[config.mk]
export PLATFORM = sky130hd
export DESIGN_NAME = sbr_front
export DESIGN_NICKNAME = d
export VERILOG_FILES = /design/src/sv/sbr_pkg.sv /design/src/sv/sbr_front.sv
export SDC_FILE = /design/constraint.sdc
export NUM_CORES = 2
export LEC_CHECK = 0
export BUFFER_PORTS_ARGS = -buffer_cell sky130_fd_sc_hd__buf_2
export CAP_MARGIN = 20
export CORE_MARGIN = 8
export CORE_UTILIZATION = 45
export DETAILED_ROUTE_END_ITERATION = 10
export HOLD_SLACK_MARGIN = 0.05
export PLACE_DENSITY_LB_ADDON = 0.12
export SETUP_SLACK_MARGIN = 0.05
export SYNTH_ARGS = -nofsm -noshare
export SYNTH_HDL_FRONTEND = slang
export SYNTH_SLANG_ARGS = --single-unit
[constraint.sdc]
create_clock -name clk -period 10.39 [get_ports clk]
set_input_delay 0 -clock clk [delete_from_list [all_inputs] [get_ports clk]]
set_output_delay 0 -clock clk [all_outputs]
set_load 0.005 [all_outputs]
[src/sv/sbr_pkg.sv]
package sbr_pkg;

  localparam int PROB_W = 17;
  localparam int GRAD_W = 32;
  // Row counter: holds the largest supported row length (64).
  localparam int CNT_W  = 7;
  // Exact product grad * prob as signed 32 x 18 bits.
  localparam int PP_W   = 50;
  // Dot accumulator, Q.32, wide enough for 64 full-scale products.
  localparam int ACC_W  = 56;
  // Dot product floored to Q24.16.
  localparam int DOT_W  = ACC_W - 16;
  localparam int DIFF_W = DOT_W + 1;
  // prob (18 bits signed) times diff.
  localparam int MUL_W  = DIFF_W + PROB_W + 1;
  localparam int FRAC_W = 16;

  // Write into the double-buffered row store.
  typedef struct packed {
    logic                     en;
    logic                     bank;
    logic [CNT_W-1:0]         idx;
    logic [PROB_W-1:0]        prob;
    logic signed [GRAD_W-1:0] grad;
  } memwr_t;

  // One finished row handed from the loader to the emitter.
  typedef struct packed {
    logic                    bank;
    logic [CNT_W-1:0]        n;
    logic signed [DOT_W-1:0] dot;
    logic                    dropped;
  } desc_t;

endpackage

[src/sv/sbr_front.sv]
module sbr_front import sbr_pkg::*; #(
  parameter int MAX_ROW = 64
) (
  input  logic                     clk,
  input  logic                     rst_n,
  input  logic                     in_push,
  input  logic [PROB_W-1:0]        in_prob,
  input  logic signed [GRAD_W-1:0] in_grad_in,
  input  logic                     in_row_end,
  output logic                     full,
  input  logic                     row_done,
  output memwr_t                   wr,
  output logic                     desc_push,
  output desc_t                    desc
);

  logic                    accept;
  logic                    has_room;
  logic [CNT_W-1:0]        cnt_r, cnt_nxt;
  logic                    bank_r, bank_nxt;
  logic                    drop_r, drop_nxt;
  logic [1:0]              rows_r, rows_nxt;
  logic signed [PP_W-1:0]  prod;
  logic                    s1_vld_r;
  logic signed [PP_W-1:0]  s1_prod_r;
  logic                    s1_end_r;
  logic [CNT_W-1:0]        s1_n_r;
  logic                    s1_drop_r;
  logic                    s1_bank_r;
  logic signed [ACC_W-1:0] acc_r, acc_nxt;
  logic signed [ACC_W-1:0] sum;

  // Two row banks: stop taking requests while both hold unfinished rows.
  assign full     = ~rst_n | (rows_r == 2'd2);
  assign accept   = in_push & ~full;
  assign has_room = cnt_r < CNT_W'(MAX_ROW);
  assign prod     = in_grad_in * $signed({1'b0, in_prob});

  always_comb begin
    wr.en   = accept & has_room;
    wr.bank = bank_r;
    wr.idx  = cnt_r;
    wr.prob = in_prob;
    wr.grad = in_grad_in;
  end

  always_comb begin
    cnt_nxt  = cnt_r;
    bank_nxt = bank_r;
    drop_nxt = drop_r;
    if (accept) begin
      if (in_row_end) begin
        cnt_nxt  = '0;
        bank_nxt = ~bank_r;
        drop_nxt = 1'b0;
      end else begin
        cnt_nxt  = cnt_r + CNT_W'(has_room);
        drop_nxt = drop_r | ~has_room;
      end
    end
    rows_nxt = rows_r + 2'(accept & in_row_end) - 2'(row_done);
  end

  always_ff @(posedge clk) begin
    if (!rst_n) begin
      cnt_r    <= '0;
      bank_r   <= 1'b0;
      drop_r   <= 1'b0;
      rows_r   <= '0;
      s1_vld_r <= 1'b0;
      acc_r    <= '0;
    end else begin
      cnt_r    <= cnt_nxt;
      bank_r   <= bank_nxt;
      drop_r   <= drop_nxt;
      rows_r   <= rows_nxt;
      s1_vld_r <= accept;
      acc_r    <= acc_nxt;
    end
  end

  // Product stage. A dropped element contributes nothing to the dot.
  always_ff @(posedge clk) begin
    if (accept) begin
      s1_prod_r <= has_room ? prod : '0;
      s1_end_r  <= in_row_end;
      s1_n_r    <= cnt_r + CNT_W'(has_room);
      s1_drop_r <= drop_r | ~has_room;
      s1_bank_r <= bank_r;
    end
  end

  assign sum = acc_r + ACC_W'(s1_prod_r);

  always_comb begin
    acc_nxt = acc_r;
    if (s1_vld_r) begin
      acc_nxt = s1_end_r ? '0 : sum;
    end
  end

  assign desc_push    = s1_vld_r & s1_end_r;
  assign desc.bank    = s1_bank_r;
  assign desc.n       = s1_n_r;
  assign desc.dot     = sum[ACC_W-1:FRAC_W];
  assign desc.dropped = s1_drop_r;

  a_rows_bound: assert property (@(posedge clk) disable iff (!rst_n)
    rows_r != 2'd3)
    else $error("more rows outstanding than banks");

  a_cnt_bound: assert property (@(posedge clk) disable iff (!rst_n)
    cnt_r <= CNT_W'(MAX_ROW))
    else $error("element count beyond row capacity");

  a_row_nonempty: assert property (@(posedge clk) disable iff (!rst_n)
    desc_push |-> desc.n != '0)
    else $error("finished row holds no element");

endmodule

==> flow_summary.yaml <==
cells_and_area:
  nets: 3871
  synthToLayoutAreaGrowth_pct: 5.78
  layout_common_cells: "inv_1, fa_1, and2_1"
  finalNonFillerCells: 3913
  multi_input_area_um2: 21000
  utilization_pct: 48.2
  seq_area_um2: 3160
  nFillCells: 5880
  layout_commonest_cell: "inv_1"
  diodes: 0
  drive_gt1_share_pct: 7.09
floorplanning:
  initial_utilization_pct: 45.6
  die_w_um: 263
  pin_count: 163
  design.core.area_um2: 60500
  rows: 90
  die_area_um2: 69400
  die_h_um: 263
sta:
  report.final.slew_viol_count: 0
  setup_tns_ns: 0
  clock.fmax_mhz: 150
  worst-slew-pin-transition_ns: 0.886
  final-setup-viol-count: 0
  finalHoldViolations: 0
  rsz0062_at_grt: "no"
  max-slew-margin-rel_pct: 40.9
  fin_ws_ns: 3.74
  post-route-period-util_pct: 64.0
  fin_crit_ns: 6.65
  finClkSkew_ns: 0.0125
setup_path:
  crit_arrival_ns: 6.82
  path_max_fanout: 33
  start_kind: "primary input"
  crit_start: "in_prob[3]"
  critical_path_class: "primary input to register"
  reg2reg_from: "s1_prod_r[41]"
  r2r_slack_ns: 6.83
  crit_required_ns: 10.56
  crit_path_end_kind: "register"
logic_synthesis:
  synth_enable_flop_cells: 60
  synth_cell_types: 67
  synth_area_um2: 27600
  seq_area_frac_synth_pct: 11.5
  synthArstFlopShare_pct: 0
  ys_top_cells_by_area: "fa_1, inv_1, ha_1"
  synth_ff_type: "dfxtp_1"
  synthCells: 3109
  synthesis.nets: 3862
  synth_seq_cells: 128
  yosysTopAreaCellShare_pct: 37.9
  yosysWarnings: 0
  syn_avg_cell_area_um2: 8.86
  synth_top_area_cell: "fa_1"
clock_network:
  clk-insertion-delay-late_ns: 0.43
  cts_setup_buffers: 0
  numCtsBuffers: 17
  post_cts_resized: 0
  cts.path.max_buffers: 2
  cts-root-buf: "clkbuf_16"
  htreeDepth: 4
  path_clk_slew_ns: 0.06
  cts_tree: "yes"
  cts_sinks: 128
routing:
  drt_iter0_markers: 1247
  drt_first_pass_iters: 5
  drc_errors: 0
  routed_wl_mm: 75.3
  viasPerCell: 5.18
  vias: 20300
  antenna_left: 0
  wl_per_cell_um: 19.2
place:
  post-place-cells: 3880
  place_hpwl_mm: 58.3
  pre_cts_slack_ns: 3.31
  place.gp.congestion: 0.885
  io_buffers: 162
global_route:
  grt_pass1_vias: 22300
  grt_pass1_wl_mm: 123
  grt_use_total_pct: 22.1
  antenna_found_initial: 0
  grt_overflow: 0
  grt_max_degree: 62
hold_path:
  holdCritStartpoint: "in_push"
  min_path_type: "primary input to register"
run:
  max_cap_violations: 0
outcome:
  status: "completed"
[registers in the layout, indices dropped and copies added (netlist names)]
signal / flops
s1_vld_r: 1
s1_n_r: 7
s1_prod_r: 50
bank_r: 1
acc_r: 56
cnt_r: 7
rows_r: 2
s1_drop_r: 1
drop_r: 1
s1_end_r: 1
s1_bank_r: 1
[routing by layer]
metal	wire length, um	share of wire, %	track usage (%)
met5	0	0	0
met4	1050	1.4	4.28
met3	3140	4.2	2.33
met2	34800	46	36.7
met1	36300	48	31.3
[stage by stage]
step | hold WS (ns) | instance area (um^2)
2_1_floorplan | 0.0808 | 27600
3_3_place_gp | 0.291 | 28500
3_5_place_dp | 0.301 | 28500
4_1_cts | 0.0574 | 29100
5_1_grt | 0.114 | 29100
6_report | 0.0859 | 29100
[critical path, stage by stage]
cell     delay, ns
buf_2         0.60
nand2_1       0.28
fa_1          0.65
inv_1         0.13
fa_1          0.78
fa_1          0.52
fa_1          0.53
fa_1          0.50
inv_1         0.05
fa_1          0.47
inv_1         0.04
ha_1          0.38
a21o_1        0.21
a21o_1        0.18
or3_1         0.35
o211a_1       0.22
or3_1         0.35
a31oi_1       0.20
mux2_1        0.36
[path summary, 6_finish.rpt]
kind                         to  depth (start not counted)
setup / recovery  s1_prod_r[47]                         19
hold / removal         s1_vld_r                          4
setup reg to reg      acc_r[55]                         10
hold reg to reg       acc_r[39]                          1
[kinds of logic after synthesis]
logic type	count (synthesis)	synth area share (%)
AOI/OAI and AO/OA	403	9.52
adders and majority gates	699	46.0
buffers and inverters	845	12.2
xor gates and xnor gates	107	3.40
and+or+nand+nor	922	17.2
DFF	128	11.5
muxes	5	0.186
[cells in the mapped netlist (44+ instances only)]
library cell  number
inv_1            663
fa_1             522
and2_1           350
nand2_1          298
ha_1             177
a21oi_1          125
clkbuf_1         115
nor2_1           104
dfxtp_1           68
nor2b_1           65
xnor2_1           62
edfxtp_1          60
buf_4             52
o21ai_0           45
xor2_1            45
a21o_1            44
[area by class of cell]
class	count	area share, %
sequential	128	10.9
clock inverter	14	0.532
timing repair buffer	172	3.12
multi-input combinational	2136	72.1
inverter	663	8.54
tap	782	3.36
clock buffer	18	1.47
[what timing repair did]
| action | CTS | global route |
|---|---|---|
| endpoints found under the hold margin | 4 | 0 |
| setup endpoints to repair | 0 | 0 |
| hold buffers | 1 | 0 |
Power is left out: the tool's default activity adds up to more than one toggle a clock period on the data nets, which glitch-free logic cannot reach.
