`config.mk`:
```
export PLATFORM = sky130hd
export DESIGN_NAME = sbr_rowq
export DESIGN_NICKNAME = d
export VERILOG_FILES = /design/src/sv/sbr_pkg.sv /design/src/sv/sbr_rowq.sv
export SDC_FILE = /design/constraint.sdc
export NUM_CORES = 1
export LEC_CHECK = 0
export ABC_AREA = 1
export BUFFER_PORTS_ARGS = -buffer_cell sky130_fd_sc_hd__buf_2
export CORE_MARGIN = 3
export CORE_UTILIZATION = 51
export CTS_CLUSTER_DIAMETER = 200
export DETAILED_ROUTE_END_ITERATION = 8
export PLACE_DENSITY = 0.81
export SKIP_LAST_GASP = 1
export SLEW_MARGIN = 25
export SYNTH_ARGS = -nofsm -noshare
export SYNTH_HDL_FRONTEND = slang
export SYNTH_SLANG_ARGS = --single-unit
```
`constraint.sdc`:
```
create_clock -name clk -period 3.4 [get_ports clk]
set_clock_uncertainty 0.15 [all_clocks]
set_input_delay 0.34 -clock clk [delete_from_list [all_inputs] [get_ports clk]]
set_output_delay 0.34 -clock clk [all_outputs]
set_load 0.02 [all_outputs]
```
`src/sv/sbr_pkg.sv`:
```
package sbr_pkg;

  localparam int PROB_W = 17;
  localparam int GRAD_W = 32;
  // Row counter: holds the largest supported row length (64).
  localparam int CNT_W  = 7;
  // Exact product grad * prob as signed 32 x 18 bits.
  localparam int PP_W   = 50;
  // Dot accumulator, Q.32, wide enough for 64 full-scale products.
  localparam int ACC_W  = 56;
  // Dot product floored to Q24.16.
  localparam int DOT_W  = ACC_W - 16;
  localparam int DIFF_W = DOT_W + 1;
  // prob (18 bits signed) times diff.
  localparam int MUL_W  = DIFF_W + PROB_W + 1;
  localparam int FRAC_W = 16;

  // Write into the double-buffered row store.
  typedef struct packed {
    logic                     en;
    logic                     bank;
    logic [CNT_W-1:0]         idx;
    logic [PROB_W-1:0]        prob;
    logic signed [GRAD_W-1:0] grad;
  } memwr_t;

  // One finished row handed from the loader to the emitter.
  typedef struct packed {
    logic                    bank;
    logic [CNT_W-1:0]        n;
    logic signed [DOT_W-1:0] dot;
    logic                    dropped;
  } desc_t;

endpackage

```
`src/sv/sbr_rowq.sv`:
```
module sbr_rowq import sbr_pkg::*; (
  input  logic  clk,
  input  logic  rst_n,
  input  logic  push,
  input  desc_t wdata,
  input  logic  pop,
  output logic  empty,
  output desc_t rdata
);

  desc_t      ent_r [2];
  logic       wp_r, rp_r;
  logic [1:0] cnt_r;

  assign empty = (cnt_r == 2'd0);
  assign rdata = ent_r[rp_r];

  always_ff @(posedge clk) begin
    if (!rst_n) begin
      wp_r  <= 1'b0;
      rp_r  <= 1'b0;
      cnt_r <= '0;
    end else begin
      if (push) begin
        wp_r <= ~wp_r;
      end
      if (pop) begin
        rp_r <= ~rp_r;
      end
      cnt_r <= cnt_r + 2'(push) - 2'(pop);
    end
  end

  always_ff @(posedge clk) begin
    if (push) begin
      ent_r[wp_r] <= wdata;
    end
  end

endmodule

```
==> impl_results.md, run 1 <==
- Status: completed
- Worst Path Buf+Inv: 2
- Area leader, netlist: edfxtp_1
- DP HPWL: 4140 um
- H-tree levels: 3
- Pwr Density: ~530 nW/um2
- Cell with the largest stage delay on the worst path: dfxtp_2
- Final max-slew violation count: 0
- Hold Violations, Final: 0
- Worst r2r dst: ent_r[1][5]$_DFFE_PP_
- CTS sink cnt: between 100 and 150
- Row cnt: 30
- Final core utilization: 0.664
- Gr ovfl total: 0
- Largest net degree at the start of global routing: 50
- Worst-path clk slew: 100 ps
- Critical path cell sequence: buf_12 > mux2_2 > buf_2
- GRT Total Usage: 0.149
- FF-to-FF Start: wp_r$_SDFFE_PN0P_
- DRT Pass-1 Iters: 4
- CP endpoint: rdata[48]
- TNS Setup: 0 ps
- Drt total wl: roughly 6300 um
- First-pass GRT wire length: around 9600 um
- Vias in the first global route: about 2000
- Maximum buffer depth of the clock tree: 2
- Iter 0 DRT Violations: 83
- # IOs: roughly 100
- Die height: a little over 90 um
- Final min period: approximately 2400 ps
- Critical path depth in cells: 3
- Synth area leaders: edfxtp_1 77%, mux2_2 12%, mux2_4 3.9%
- Final ANT Viol Nets: 0
- Top delay family on crit path: flip-flops
- Vias/cell: ~4.9
- Net Count, Synth: roughly 240
- Core area: roughly 7000 um2
- Routed via count: a little under 2000
- Post-CTS sizing: 0
- Filler cells: roughly 520
- CTS tree: yes
- Fmax: 415 MHz
- Yosys cell types: 13
- Mapped Cells: 184
- Cells after DPL: approximately 380
- Worst skew pair latency: 330 ps
- Crit start category: flip-flop
- Full die area: 8530 um2
- Post-synthesis sequential area ratio: 0.800
- RSZ-0062 raised after global routing: no
- Die extent in x: just over 90 um
- Share of layout cells above drive strength 1: 0.563
- Slew @ Worst Pin: around 850 ps
- Area growth syn-to-layout: 22.5%
- Leakage: ~1.8 nW
- Per-cell routed wire length: 15.7 um
- Worst slew margin: 0.430
- Initial core utilization: 0.542
- Diodes inserted: 0
- R2R setup slack: between 1500 and 2000 ps
- Number of antenna violations at the first check in global routing: 0
- Peak supply drop: between 0.2 and 0.3 mV
- Buffers added on ports: between 100 and 150
- Arr. time, crit path: between 1500 and 2000 ps
- Slowest stage delay, CP: a little under 800 ps
- Final non-filler cell total: 400
- YS warnings: 0
- Root buffer cell: clkbuf_8
- Final setup fails: 0
- # DRC: 0
- Max_cap viols: 0
- Final critical-path share of the clock period: 0.709
- CP Max Fanout: 26
- Hold_buf cts: 0
- Yosys top cell area share: 0.774
- CTS buffer count: 9
- Crit path kind: flip-flop to output port
- Nets: between 300 and 400
- GP Congestion: 0.687
- Register bit total from synthesis: 103
- Hold Crit Class: input port to flip-flop
- CP Capture Type: output port
- R2R cell count: 2
- Postcts setup bufs: 0
- Mapped cell area: 3800 um2
- Worst Path Required: 2910 ps
- Syn avg cell area: slightly above 20 um2
## synth_stat cells
master / n
edfxtp_1: 98
mux2_2: 39
mux2_4: 10
nand2_1: 8
nor2_1: 8
inv_1: 7
dfxtp_1: 5
buf_4: 3
ha_1: 2
a21oi_1: 1
buf_6: 1
buf_8: 1
nand3_1: 1
## stage by stage
step                hold slack, ps  total power, mW  setup slack (ps)  cell area [um2]
global route                 0.340             2.58               881             4660
CTS                           6.29             2.49               944             4610
finish                        27.8             2.46               990             4660
floorplan                      283             1.71               355             3800
global placement               327             1.81              1370             4430
detailed placement             369             1.83              1340             4430
## worst min-delay path by stage
stage	startpoint	to	slack (ps)	depth (start not counted)
CTS	wdata[1]	ent_r[1][1]$_DFFE_PP_	6	1
global route	wdata[15]	ent_r[0][15]$_DFFE_PP_	0.3	1
finish	wdata[48]	ent_r[0][48]$_DFFE_PP_	30	1
global placement	rp_r$_SDFFE_PN0P_	rp_r$_SDFFE_PN0P_	330	2
floorplan	rst_n	cnt_r[0]$_SDFF_PN0_	280	2
detailed placement	rp_r$_SDFFE_PN0P_	flip-flop	370	2
## layer usage
layer | GRT usage | wire length (um) | up-vias
met5 | 0 | 0 | -
met4 | 0.0421 | 44 | 0
met2 | 0.266 | 3270 | 77
met1 | 0.174 | 2600 | 952
li1 | - | - | 937
met3 | 0.0439 | 391 | 4
## cells in the final DEF, fill, tap and decap left out, drive strengths merged
cell type | Yosys | final
dlygate4sd3 | 0 | 5
buf | 5 | 104
clkbuf | 0 | 10
nor2 | 8 | 8
clkinv | 0 | 4
ha | 2 | 2
nand2 | 8 | 8
edfxtp | 98 | 98
clkinvlp | 0 | 2
nand3 | 1 | 1
dfxtp | 5 | 5
mux2 | 49 | 49
inv | 7 | 7
a21oi | 1 | 1
## logic make-up after synthesis
group                      Yosys count  share of synthesized area
AOI/OAI and AO/OA                    1                    0.00131
adders and majority gates            2                    0.00658
DFF                                103                      0.800
and+or+nand+nor                     17                     0.0171
buffers and inverters               12                     0.0197
muxes                               49                      0.155
## state kept, by name, summed over array words and instances, names as in the netlist, named ones only
register	count
cnt_r	2
wp_r	1
rp_r	1
ent_r	98
## power breakdown
group | internal (mW) | switching [mW] | leakage [nW]
registers | 1.47 | 0.0261 | 0.962
logic | 0.134 | 0.174 | 0.751
clock network | 0.270 | 0.393 | 0.0829
## final cells by class
class                           instances  area [um2]  share of cell area
Multi-Input combinational cell         69         692               0.149
Tap cell                               96         120              0.0258
Clock inverter                          6        46.3             0.00994
Clock buffer                           10         128              0.0274
Sequential cell                       103        3040               0.654
Inverter                                7        27.5             0.00591
Timing Repair Buffer                  109         601               0.129
Power figures use the tool's default switching activity.
==> run 2, diff against run 1 <==
- ABC_AREA: 1 -> 0
- clock period: 3.4 -> 2.4 ns (I/O delays scaled with it)
==> run 2 against run 1 <==
Sequential share of layout area shrank 6.6 points; synthesized cell count shrank 6.5%; via count grew 4.9%; routed wire length grew 1.9%; combinational power grew 84%; power grew 55%.
==> impl_results.md, run 2 <==
- Status: completed
- Filler cells: 432 (-17%)
- Final ANT Viol Nets: 0 (unchanged)
- CP Capture Type: output port
- Core area: 7020 um2 (unchanged)
- Mapped cell area: 3800 um2 (about the same)
- # IOs: 103 (unchanged)
- CTS tree: yes
- Worst slew margin: 0.800 (+0.371)
- Vias/cell: 4.75 (-3.5%)
- Slowest stage delay, CP: 390 ps (-380 ps)
- Final min period: slightly below 2000 ps
- Max reg flops: 98 (unchanged)
- Final core utilization: 0.738 (+0.0742)
- DP HPWL: 3920 um (-5.3%)
- DRT Pass-1 Iters: 4 (unchanged)
- Main synth FF type: edfxtp_1
- Hold Violations, Final: 0 (unchanged)
- Area leader, netlist: edfxtp_1
- Net Count, Synth: 227 (-5.0%)
- Final critical-path share of the clock period: 0.817
- Drt total wl: 6420 um (+1.9%)
- Register bit total from synthesis: 103 (unchanged)
- Maximum buffer depth of the clock tree: 2 (unchanged)
- Metal1 wirelength: 2640 um (+1.7%)
- Reg with most FFs: ent_r
- Cells after DPL: 369 (-2.6%)
- Yosys top cell area share: 0.774 (about the same)
- Worst Path Required: 2010 ps (-900 ps)
- Final max-slew violation count: 0 (unchanged)
- Met2 Wirelength: 3330 um (+1.8%)
- Area growth syn-to-layout: 36.3%
- Number of antenna violations at the first check in global routing: 0 (unchanged)
- Initial core utilization: 0.541 (about the same)
- GP Congestion: 0.655 (-4.7%)
- CP Max Fanout: 48 (+85%)
- Die height: 92.3 um (about the same)
- Buffers added on ports: 102 (unchanged)
- Leakage: 2.00 nW (+12%)
- Per-cell routed wire length: 14.8 um (-6.3%)
- Min-delay src: push
- Yosys cell types: 15 (+2)
- Peak supply drop: 0.514 mV (+75%)
- Hold Crit Class: input port to flip-flop
- Syn avg cell area: 22.1 um2 (+6.9%)
- Fin Hold WS: 99.2 ps (+71.3 ps)
- Post-CTS sizing: 0 (unchanged)
- Final setup fails: 0 (unchanged)
- Synth cell count leaders: 98 x edfxtp_1, 39 x mux2_2, 10 x mux2_4
- RSZ-0062 raised after global routing: no
- Diodes inserted: 0 (unchanged)
- Die extent in x: 92.3 um (about the same)
- Met3 wire length: 328 um (-16%)
- Cell with the largest stage delay on the worst path: mux2_2
- Most frequent cells in the layout: 102 x buf_2, 98 x edfxtp_1, 50 x dlygate4sd3_1, 39 x mux2_2, 10 x mux2_4
- Nets: 389 (+9.9%)
- Design area: 5180 um2 (+11%)
- Crit start category: flip-flop
- Worst Path Buf+Inv: 2 (unchanged)
- Pwr Density: 737 nW/um2 (+39%)
- Final non-filler cell total: 435 (+8.8%)
- Registers with the most flip-flops: ent_r: 98 flops, cnt_r: 2 flops
- Critical path cell sequence: buf_12 > mux2_2 > buf_2
- YS warnings: 0 (unchanged)
- Routed via count: 2067 (+4.9%)
- Synth area leaders: edfxtp_1 77%, mux2_2 12%, mux2_4 4.0%
- Worst skew pair latency: 340 ps (about the same)
- Gr ovfl total: 0 (unchanged)
- CTS buffer count: 9 (unchanged)
- CTS sink cnt: 103 (unchanged)
- Vias in the first global route: 2174 (+7.2%)
- Top Metal Used: met4
- Post-synth EDFFs: 98 (unchanged)
- Worst-path clk slew: 90 ps (about the same)
- Slew @ Worst Pin: 299 ps (-555 ps)
- Largest net degree at the start of global routing: 51 (+2.0%)
- Crit path kind: flip-flop to output port
- GRT Total Usage: 0.158 (+0.00900)
- Iter 0 DRT Violations: 105 (+27%)
- FF-to-FF Start: wp_r$_SDFFE_PN0P_
- Placed Area: 4460 um2 (+0.59%)
- # DRC: 0 (unchanged)
- Fmax: about 510 MHz
- Postcts setup bufs: 0 (unchanged)
- First-pass GRT wire length: 10300 um (+6.6%)
- Share of layout cells above drive strength 1: 0.513 (-0.0492)
- Full die area: 8520 um2 (about the same)
- Row cnt: 30 (unchanged)
- FFs w/ async S/R, synth: 0 (unchanged)
- Post-synthesis sequential area ratio: 0.801 (about the same)
- TNS Setup: 0 ps (unchanged)
- Max_cap viols: 0 (unchanged)
- Mapped Cells: 172 (-6.5%)
- Commonest non-fill, non-tap cell in the layout: buf_2
- Root buffer cell: clkbuf_8
- Most instantiated library cell after synthesis: edfxtp_1
- H-tree levels: 3 (unchanged)
- Top delay family on crit path: buffers and inverters
- Arr. time, crit path: 1570 ps (-350 ps)
## run 2: per-layer routing
metal | vias to the layer above | track usage
met3 | 12 | 0.0325
li1 | 993 | -
met4 | 0 | 0.0705
met2 | 81 | 0.269
met5 | - | 0
met1 | 981 | 0.194
## run 2: area by class of cell
type | instances | area (um2) | area share
sequential | 103 | 3040 | 0.588
timing repair buffer | 156 | 1080 | 0.208
clock inverter | 7 | 95.1 | 0.0184
multi-input combinational | 62 | 709 | 0.137
clock buffer | 9 | 124 | 0.0239
inverter | 2 | 7.51 | 0.00145
tap | 96 | 120 | 0.0232
## run 2: path summary, 6_finish.rpt
kind	to	slack, ps	cells past startpoint
max	rdata[20]	440	3
min	wp_r$_SDFFE_PN0P_	100	3
max reg2reg	ent_r[1][37]$_DFFE_PP_	1050	2
min reg2reg	flip-flop	430	2
## run 2: logic make-up (layout without fill, tap and decap cells)
| group | Yosys count | after routing | share of synthesized area |
|---|---|---|---|
| DFF | 103 | 103 | 0.801 |
| muxes | 49 | 49 | 0.155 |
| and+or+nand+nor | 8 | 8 | 0.0125 |
| buffers and inverters | 7 | 174 | 0.0148 |
| adders and majority gates | 2 | 2 | 0.00658 |
| xor gates and xnor gates | 2 | 2 | 0.00823 |
| AOI/OAI and AO/OA | 1 | 1 | 0.00198 |
## run 2: power breakdown
| group | total, mW | leakage, nW | switching, mW | internal [mW] |
|---|---|---|---|---|
| combinational | 0.568 | 0.931 | 0.289 | 0.279 |
| clock | 1.15 | 0.110 | 0.557 | 0.591 |
| sequential | 2.10 | 0.962 | 0.0259 | 2.07 |
| total | 3.81 | 2.00 | 0.871 | 2.94 |
## run 2: through the flow
step / setup slack [ps] / power, mW
final: 439 / 3.81
after global routing: 381 / 3.97
after CTS: 414 / 3.87
after detailed placement: 813 / 2.65
after global placement: 826 / 2.64
after floorplan: 216 / 2.47
## run 2: what timing repair did
item	in CTS	in global routing
hold buffers	50	0
endpoints found under the setup margin	0	0
hold endpoints to repair	103	0
## run 2: tightest hold or removal path: stages
cell and delay [ps]:
buf_2 110, nor2b_1 50, o21a_1 150
==> run 3, diff against run 2 <==
- CORE_UTILIZATION: 51 -> 47
- PLACE_DENSITY: 0.81 -> 0.79
- clock period: 2.4 -> 1.7 ns (I/O delays scaled with it)
==> run 3 against run 2 <==
The flow now finishes with violations (setup timing); count of clock-buffer cells in the layout up 2; design area up 0.39%; final cell count up 2.1%; global-route usage down 0.50 points; combinational power up 45%; sequential power up 41%; register-to-register slack worse by 710 ps; die area up 8.0%; hold slack worse by 55 ps; power up 37%; non-clock buffer count up 3; first-iteration DRC count down 52%.
==> impl_results.md, run 3 (synthesis results as in run 2) <==
- CP Capture Type: output port
- Crit start category: flip-flop
- Worst-path clk slew: 90 ps (about the same)
- Cell with the largest stage delay on the worst path: dfxtp_4
- Crit path kind: flip-flop to output port
- Gr ovfl total: 0 (unchanged)
- Nets: 392 (+0.77%)
- # DRC: 0 (unchanged)
- CTS buffer count: 9 (unchanged)
- RSZ-0062 raised after global routing: yes
- Pwr Density: 1010 nW/um2 (+37%)
- Drt total wl: 6840 um (+6.5%)
- Vias/cell: 4.68 (-1.6%)
- Worst slew margin: 0.831 (+0.0301)
- Most frequent cells in the layout: 102 x buf_2, 98 x edfxtp_1, 50 x dlygate4sd3_1, 39 x mux2_2, 10 x mux2_4
- Share of layout cells above drive strength 1: 0.509 (-0.00450)
- Placed Area: 4500 um2 (+0.95%)
- Final min period: 1760 ps
- Critical path cell sequence: buf_12 > mux2_2 > buf_2
- Die height: 95.9 um (+3.9%)
- Root buffer cell: clkbuf_8
- H-tree levels: 3 (unchanged)
- CP Max Fanout: 19 (-60%)
- Fin Hold WS: 44.4 ps (-54.7 ps)
- Failing checks: setup timing
- CTS tree: yes
- Final worst slack: -63.3 ps (-502 ps)
- DRT Pass-1 Iters: 4 (unchanged)
- Die extent in x: 95.9 um (+3.9%)
- GP Congestion: 0.662 (+1.1%)
- Core area: 7770 um2 (+11%)
- First-pass GRT wire length: 10300 um (+0.33%)
- Reg with most FFs: ent_r
- Area growth syn-to-layout: 36.8%
- Final core utilization: 0.669 (-0.0685)
- # IOs: 103 (unchanged)
- Design area: 5200 um2 (+0.39%)
- Slowest stage delay, CP: 390 ps (about the same)
- Iter 0 DRT Violations: 50 (-52%)
- Per-cell routed wire length: 15.4 um (+4.4%)
- Final setup fails: 43 (+43)
- Full die area: 9200 um2 (+8.0%)
- Row cnt: 32 (+6.7%)
- Arr. time, crit path: 1440 ps (-130 ps)
- Commonest non-fill, non-tap cell in the layout: buf_2
- Fmax: 567 MHz
- Hold Violations, Final: 0 (unchanged)
- Max_cap viols: 0 (unchanged)
- Overall power: 5.24 mW (+37%)
- DP HPWL: 4290 um (+9.4%)
- Worst skew pair latency: 340 ps (about the same)
- Final max-slew violation count: 0 (unchanged)
- Number of antenna violations at the first check in global routing: 0 (unchanged)
- Peak supply drop: 0.580 mV (+13%)
- GRT Total Usage: 0.153 (-0.00500)
- Initial core utilization: 0.489 (-0.0521)
- Leakage: 2.00 nW (about the same)
- Diodes inserted: 0 (unchanged)
- CTS sink cnt: 103 (unchanged)
- Maximum buffer depth of the clock tree: 2 (unchanged)
- Slew @ Worst Pin: 254 ps (-45.1 ps)
- Final critical-path share of the clock period: 1.04
- Routed via count: 2077 (+0.48%)
- Max reg flops: 98 (unchanged)
- Worst Path Required: 1380 ps (-630 ps)
- Buffers added on ports: 102 (unchanged)
- Status: finished, violations left
- Hold Crit Class: input port to flip-flop
- Final ANT Viol Nets: 0 (unchanged)
- Vias in the first global route: 2220 (+2.1%)
- Largest net degree at the start of global routing: 32 (-37%)
- Registers with the most flip-flops: ent_r: 98 flops, cnt_r: 2 flops
==> run 3: metal layers <==
metal	part of all wire	global-route usage
met5	0	0
met4	0.019	0.0758
met3	0.047	0.0344
met2	0.54	0.267
met1	0.39	0.176
==> run 3: critical path: cells and delay by family (launching register included) <==
kind / cells / cell delay [ps]
buf+inv: 2 / 340
mux: 1 / 360
flops: 1 / 390
==> run 3: cell type report <==
| class | count | area, um2 |
|---|---|---|
| tap | 102 | 128 |
| timing repair buffer | 159 | 1120 |
| clock buffer | 11 | 131 |
| multi-input combinational | 62 | 709 |
| clock inverter | 5 | 58.8 |
| inverter | 2 | 7.51 |
| sequential | 103 | 3050 |
| fill | 539 | 2570 |
==> run 3: worst paths after layout <==
kind                       start                   to  slack, ps  depth (start not counted)
max                    flip-flop             rdata[1]        -60                          3
min                          pop            flip-flop         40                          3
max reg2reg  cnt_r[0]$_SDFF_PN0_  cnt_r[1]$_SDFF_PN0_        340                          6
min reg2reg    rp_r$_SDFFE_PN0P_            flip-flop        420                          2
==> run 3: power breakdown <==
| group | total (mW) | leakage, nW | internal, mW | switching, mW |
|---|---|---|---|---|
| logic | 0.825 | 0.950 | 0.409 | 0.416 |
| registers | 2.97 | 0.962 | 2.93 | 0.0399 |
| clock network | 1.45 | 0.0912 | 0.683 | 0.765 |
| total | 5.24 | 2.00 | 4.02 | 1.22 |
==> run 3: repair_timing <==
item                                    in CTS  in global routing
endpoints found under the hold margin      103                  0
setup buffers                                0                  0
endpoints found under the setup margin      49                 49
resized for setup                            2                  0
hold buffers                                50                  0
==> run 3: stage by stage <==
step / TNS [ps] / setup WS, ps / cells
5_1_grt: -3930 / -109 / 444
2_1_floorplan: 0 / 60.2 / 172
6_report: -1480 / -63.3 / 444
4_1_cts: -2650 / -86.2 / 444
3_5_place_dp: 0 / 292 / 378
3_3_place_gp: 0 / 308 / 378
